File: src/sv/stv_pkg.sv
// Package for the sorted term-count vector: sizes, word types, cell types and states.
package stv_pkg;

	// Chain size and stored widths
	localparam int MAX_DISTINCT = 64;
	localparam int INDEX_BITS   = 24;
	localparam int COUNT_BITS   = 16;

	// Fixed port field widths
	localparam int WORD_INDEX_W  = 24;
	localparam int ENTRY_COUNT_W = 16;

	// One input word
	typedef struct packed {
		logic [WORD_INDEX_W-1:0] word_index;
		logic                    word_kept;
		logic                    doc_end;
	} in_word_t;

	// One result word
	typedef struct packed {
		logic [WORD_INDEX_W-1:0]  entry_index;
		logic [ENTRY_COUNT_W-1:0] entry_count;
		logic                     entry_last;
		logic                     doc_empty;
		logic                     list_overflow;
	} out_word_t;

	// Contents of one cell
	typedef struct packed {
		logic                  used;
		logic [INDEX_BITS-1:0] word;
		logic [COUNT_BITS-1:0] count;
	} cell_t;

	// Control broadcast to every cell
	typedef struct packed {
		logic                  count_op;  // a kept word is being counted
		logic                  hit;       // some cell already holds the word
		logic                  full;      // last cell in use
		logic                  shift_out; // drain: every cell takes its right neighbour
		logic [INDEX_BITS-1:0] word;
	} cell_ctrl_t;

	typedef enum logic {
		ST_COUNT,
		ST_DRAIN
	} stv_state_t;

endpackage

File: src/sv/stv_cell.sv
// One cell of the chain: holds an index and its count, inserts, counts and shifts.
module stv_cell
	import stv_pkg::*;
(
	input  logic       clk,
	input  logic       arst_n,
	input  cell_ctrl_t ctrl,
	input  logic       prev_lt,
	input  cell_t      prev_cell,
	input  cell_t      next_cell,
	output cell_t      cell_q,
	output logic       lt,
	output logic       eq
);

	logic ins_here;
	logic ins_move;
	logic inc;

	// Compare against the broadcast index
	assign lt = cell_q.used && (cell_q.word < ctrl.word);
	assign eq = cell_q.used && (cell_q.word == ctrl.word);

	// New index lands here, or everything from the insert point moves right
	assign ins_here = ctrl.count_op && !ctrl.hit && !ctrl.full && !lt && prev_lt;
	assign ins_move = ctrl.count_op && !ctrl.hit && !ctrl.full && !lt && !prev_lt;
	assign inc      = ctrl.count_op && eq && (cell_q.count != {COUNT_BITS{1'b1}});

	// Occupancy flag, index and count
	always_ff @(posedge clk or negedge arst_n) begin
		if (!arst_n) begin
			cell_q <= '0;
		end else if (ctrl.shift_out) begin
			cell_q <= next_cell;
		end else if (ins_here) begin
			cell_q.used  <= 1'b1;
			cell_q.word  <= ctrl.word;
			cell_q.count <= COUNT_BITS'(1);
		end else if (ins_move) begin
			cell_q <= prev_cell;
		end else if (inc) begin
			cell_q.count <= cell_q.count + COUNT_BITS'(1);
		end
	end

endmodule

File: config.mk
export PLATFORM = sky130hd
export DESIGN_NAME = stv_cell
export DESIGN_NICKNAME = d
export VERILOG_FILES = /design/src/sv/stv_pkg.sv /design/src/sv/stv_cell.sv
export SDC_FILE = /design/constraint.sdc
export NUM_CORES = 1
export LEC_CHECK = 0
export ABC_AREA = 1
export BUFFER_PORTS_ARGS = -buffer_cell sky130_fd_sc_hd__buf_4
export CORE_MARGIN = 3
export CORE_UTILIZATION = 49
export DETAILED_ROUTE_END_ITERATION = 8
export PLACE_DENSITY_LB_ADDON = 0.08
export SKIP_LAST_GASP = 1
export SLEW_MARGIN = 20
export SYNTH_ARGS = -nofsm -noshare
export SYNTH_HDL_FRONTEND = slang
export SYNTH_SLANG_ARGS = --single-unit
File: constraint.sdc
create_clock -name clk -period 2.8 [get_ports clk]
set_clock_uncertainty 0.15 [all_clocks]
set_input_delay 0 -clock clk [delete_from_list [all_inputs] [get_ports clk]]
set_output_delay 0 -clock clk [all_outputs]
set_load 0.02 [all_outputs]
# After elaboration in Yosys (flattened, before gate mapping)
# Cells that the tools add are included.
dict set report classes {
  n_addsub 1
  n_lt_le_gt_ge 1
  eq_ne 2
  muxes 5
  reduce_logical 15
}
# op count
set op_table {}
lappend op_table {{two-way mux 41 bit} 2}
lappend op_table {{two-way mux 16 bit} 2}
lappend op_table {{two-way mux 25 bit} 1}
lappend op_table {{equality test 24 bit} 1}
lappend op_table {{less-than comparator 24 bit} 1}
lappend op_table {{adder 16 x 1 -> 16 bit (second input constant)} 1}
lappend op_table {{inequality test 16 bit (second input constant)} 1}
lappend op_table {{logical AND 1 bit} 9}
lappend op_table {{logical NOT 1 bit} 4}
lappend op_table {{nonzero test 4 bit} 1}
lappend op_table {{nonzero test 3 bit} 1}
dict set report totals {
  reg_bits 41
  in_bits 113
  out_inout_bits 43
  elab_cells 27
}

# Logic depth before layout (Yosys ltp)
dict set report depth {
  ltp_word 8
  depth_mapped 18
  mapped_depth_nobuf 17
}

# Least setup slack after synthesis
# No wires, ideal clock.
dict set report synth_path {
  path_kind {flip-flop to flip-flop}
  start {register cell_q[23] (netlist bit)}
  end {register cell_q[21] (netlist bit)}
  setup_ns 0.065
  arrival_ns 1.945
  required_ns 2.585
  slack_ns 0.640
  path_stages_with_launch 13
  path_buffers 3
  period_less_slack_ns 2.160
  cell_sequence {dfrtp_1 > ha_1 > a21o_1 > a21oi_1 > nand2_1 > nand2_1 > nand3_2 > buf_4 > a21oi_2 > buf_4 > buf_6 > nand2_1 > nand2_1}
}
dict set report synth_between {
  elab_chain_cells 7
  elab_cells_between_ends 9
  cone_classes {1 x order compare; 2 x mux; 6 x reduce/logical}
}
# item line_no
set synth_lines {}
lappend synth_lines {{start, declared} stv_cell.sv:11} ;# output cell_t cell_q,
lappend synth_lines {{start signal, assigned} stv_cell.sv:34} ;# cell_q <= next_cell;
lappend synth_lines {{start signal, assigned} stv_cell.sv:40} ;# cell_q <= prev_cell;
lappend synth_lines {{less-than comparator 24 bit *} stv_cell.sv:21} ;# assign lt = cell_q.used && (cell_q.word < ctrl.word);
lappend synth_lines {{logical AND 1 bit *} stv_cell.sv:21}
lappend synth_lines {{logical NOT 1 bit *} {stv_cell.sv:25, stv_cell.sv:26}}
lappend synth_lines {{logical AND 1 bit *} {stv_cell.sv:25, stv_cell.sv:26}}
lappend synth_lines {{logical AND 1 bit} stv_cell.sv:25} ;# assign ins_here = ctrl.count_op && !ctrl.hit && !ctrl.full && !lt && prev_lt;
lappend synth_lines {{two-way mux 41 bit} stv_cell.sv:35} ;# end else if (ins_here) begin
lappend synth_lines {{two-way mux 41 bit} stv_cell.sv:33} ;# end else if (ctrl.shift_out) begin
# Mark *: on every way between the ends. The rest lies on a longest branch, timed or not.
# A chain may end at the register's enable or synchronous reset.

# Final worst setup path
dict set report layout_path {
  start {register cell_q[35] (netlist bit)}
  end {register cell_q[28] (netlist bit)}
}
# The elaborated chain is that of the path after synthesis.

==> results.md <==
- Setup bufs post-CTS: 0
- Max reg flops: 41
- Clock sink count: 41
- Final setup TNS: 0 ns
- Max-Cap Viols: 0
- Die Ht: 92.9 um
- Avg Cell Area, Syn: 6.22 um2
- HPWL after DPL: 8.11 mm
- RSZ-0062 raised after global routing: false
- Slowest stage cell on the critical path: dfrtp_1
- Share of cells above drive strength 1: 0.242
- Routability Congestion: 0.895
- Remaining antenna violation count: 0
- Largest net degree at the start of global routing: 49
- Hold WC Path Type: input port to flip-flop
- Seq/Total Area, Yosys: 0.277
- Cell accounting for the most synthesized area: dfrtp_1
- I/O Buffers: 155
- CORE AREA: 7290 um2
- Crit path largest cell delay: 0.42 ns
- Worst-Margin Slew: 0.592 ns
- Root buf cell: clkbuf_8
- Slew margin rel.: 0.605
- Crit end category: flip-flop
- GR Util All Layers: 0.328
- Worst path cell trace: ha_1, a21oi_1, nand2_1, a21oi_1, nand3_2, nand3_2, clkinv_2, nand2_1, nand3_1, nand2_1, nand2_1
- Cell Rows: 31
- PwrDens: 395 nW/um2
- VDD IR max: 239 uV
- Total wire length: 14.2 mm
- Num ports: 156
- Final setup viols: 0
- Instance count of the mapped netlist: 595
- Regs by FF count: cell_q (41)
- Distinct cell type count after synthesis: 29
- Minimum clock period: 2.60 ns
- Synth warn: 0
- Mapped cell area: 3700 um2
- Pins Over Slew Limit: 0
- Yosys reg bits: 41
- Critical path fanouts, max: 24
- Commonest non-fill, non-tap cells in the layout: 217 x nand2_1, 159 x buf_4, 104 x dlygate4sd3_1
- Final net count: 979
- Initial Util: 0.508
- Leakage Power: 3.35 nW
- Via count: 4828
- Synth top area share: 0.277
- TritonCTS buffer count: 5
- Commonest non-fill, non-tap cell in the layout: nand2_1
- First-pass GRT wire length: 22.6 mm
- FMAX: 0.385 GHz
- H-Tree Depth: 2
- TritonCTS clock tree: done
- Clk_lat worst skew: 0.30 ns
- FF-to-FF Start: cell_q[35]
- Setup crit start kind: flip-flop
- Vias in the first global route: 4893
- Area grow syn2layout: 64.1%
- Worst-path clk slew: 0.09 ns
- Initial drt markers: 178
- DRC viols: 0
- Status: complete, no violations
- Wire per inst: 15.0 um
- Largest Register: cell_q
- Req. time, crit path: 2.84 ns
- Total power: 2.40 mW
- DIE AREA: 8640 um2
- Clk buf depth: 2
- Final Hold Violating Endpoints: 0
- Antenna violations before repair: 1
- Tcrit/Tclk final: 0.928
- WP data arrival: 2.64 ns
- Critical path class: flip-flop to flip-flop
- Via/cell ratio: 5.12
- Die W: 92.9 um
- Worst path most repeated cell: nand2_1
- GRT overflow: 0
- Net Count, Synth: 733
- First-pass iteration count of the detailed router: 6
- Top cells by area, synth: dfrtp_1 28%, nand2_1 22%, ha_1 8.4%, nor2_1 7.9%, inv_1 6.9%
- Hold_sp: ctrl[24]
- CP startpoint: cell_q[35]
[area by class of cell]
cell class,count,area [um2]
inverters,85,320
clock inverters,1,30.0
multi-input cells,444,2230
flip-flops and latches,41,1030
clock buffers,7,86.3
diodes,2,5.00
well taps,99,124
fillers,477,1220
repair buffers,264,2250
[worst paths after layout]
path | end | slack, ns | cells past startpoint
worst max register to register | cell_q[28] | 0.20 | 11
worst max-delay path | cell_q[28] | 0.20 | 11
max in group asynchronous | cell_q[6] | 2.00 | 2
worst min-delay path | cell_q[14] | 0.002 | 5
min in group asynchronous | cell_q[22] | 0.09 | 2
worst min register to register | cell_q[23] | 0.38 | 2
[cells by family after synthesis]
group	Yosys count	share of synthesized area
XOR/XNOR	13	0.0308
AND/OR/NAND/NOR	378	0.436
AO/OA/AOI/OAI	27	0.0443
flip-flops	41	0.277
buffers and inverters	111	0.127
adder cells (fa/ha/maj)	25	0.0845
[metrics by stage]
stage / hold WS, ns / worst slack, ns / area, um2 / utilization / cells
final: 0.00181 / 0.201 / 6070 / 0.833 / 943
after global routing: 0.0180 / 0.0166 / 6070 / 0.833 / 942
after CTS: 0.000406 / 0.254 / 6060 / 0.831 / 940
after detailed placement: -0.115 / 0.284 / 4900 / 0.672 / 828
after global placement: -0.122 / 0.367 / 4900 / 0.672 / 828
after floorplan: -0.446 / 0.640 / 3700 / - / 595
[report_power, final]
group          total, mW  switching (mW)  internal, mW  leakage (nW)
Sequential         0.784           0.106         0.678         0.479
Combinational       1.10           0.580         0.515          2.81
Clock              0.520           0.229         0.291        0.0585
Total               2.40           0.916          1.48          3.35
[what timing repair did]
item | CTS | global route
hold buffers | 104 | 0
endpoints found under the setup margin | 0 | 5
endpoints found under the hold margin | 82 | 0
gates resized for setup | 0 | 1
[synthesized netlist by cell type (all sizes together)]
master / count
buf: 17
ha: 25
xor2: 11
nor3: 6
nor2: 79
a21oi: 24
clkbuf: 9
dfrtp: 41
xnor2: 2
nand4: 16
clkinv: 1
nor3b: 2
o22ai: 1
nand2: 219
nand3: 56
a21o: 2
inv: 84
[per-layer routing]
layer | global-route usage | up-vias | share of wire
met1 | 0.345 | 2187 | 0.37
met4 | 0.160 | 0 | 0.043
met3 | 0.0682 | 57 | 0.071
met5 | 0 | - | 0
li1 | - | 2325 | -
met2 | 0.613 | 259 | 0.52
[critical path, delay by kind of cell, from the launching register on]
kind,cells,cell delay (ns)
compound gates,2,0.34
fa+ha+maj,1,0.32
buf+inv,1,0.38
flops,1,0.42
simple gates,7,0.87
(Power assumes the default switching activity.)
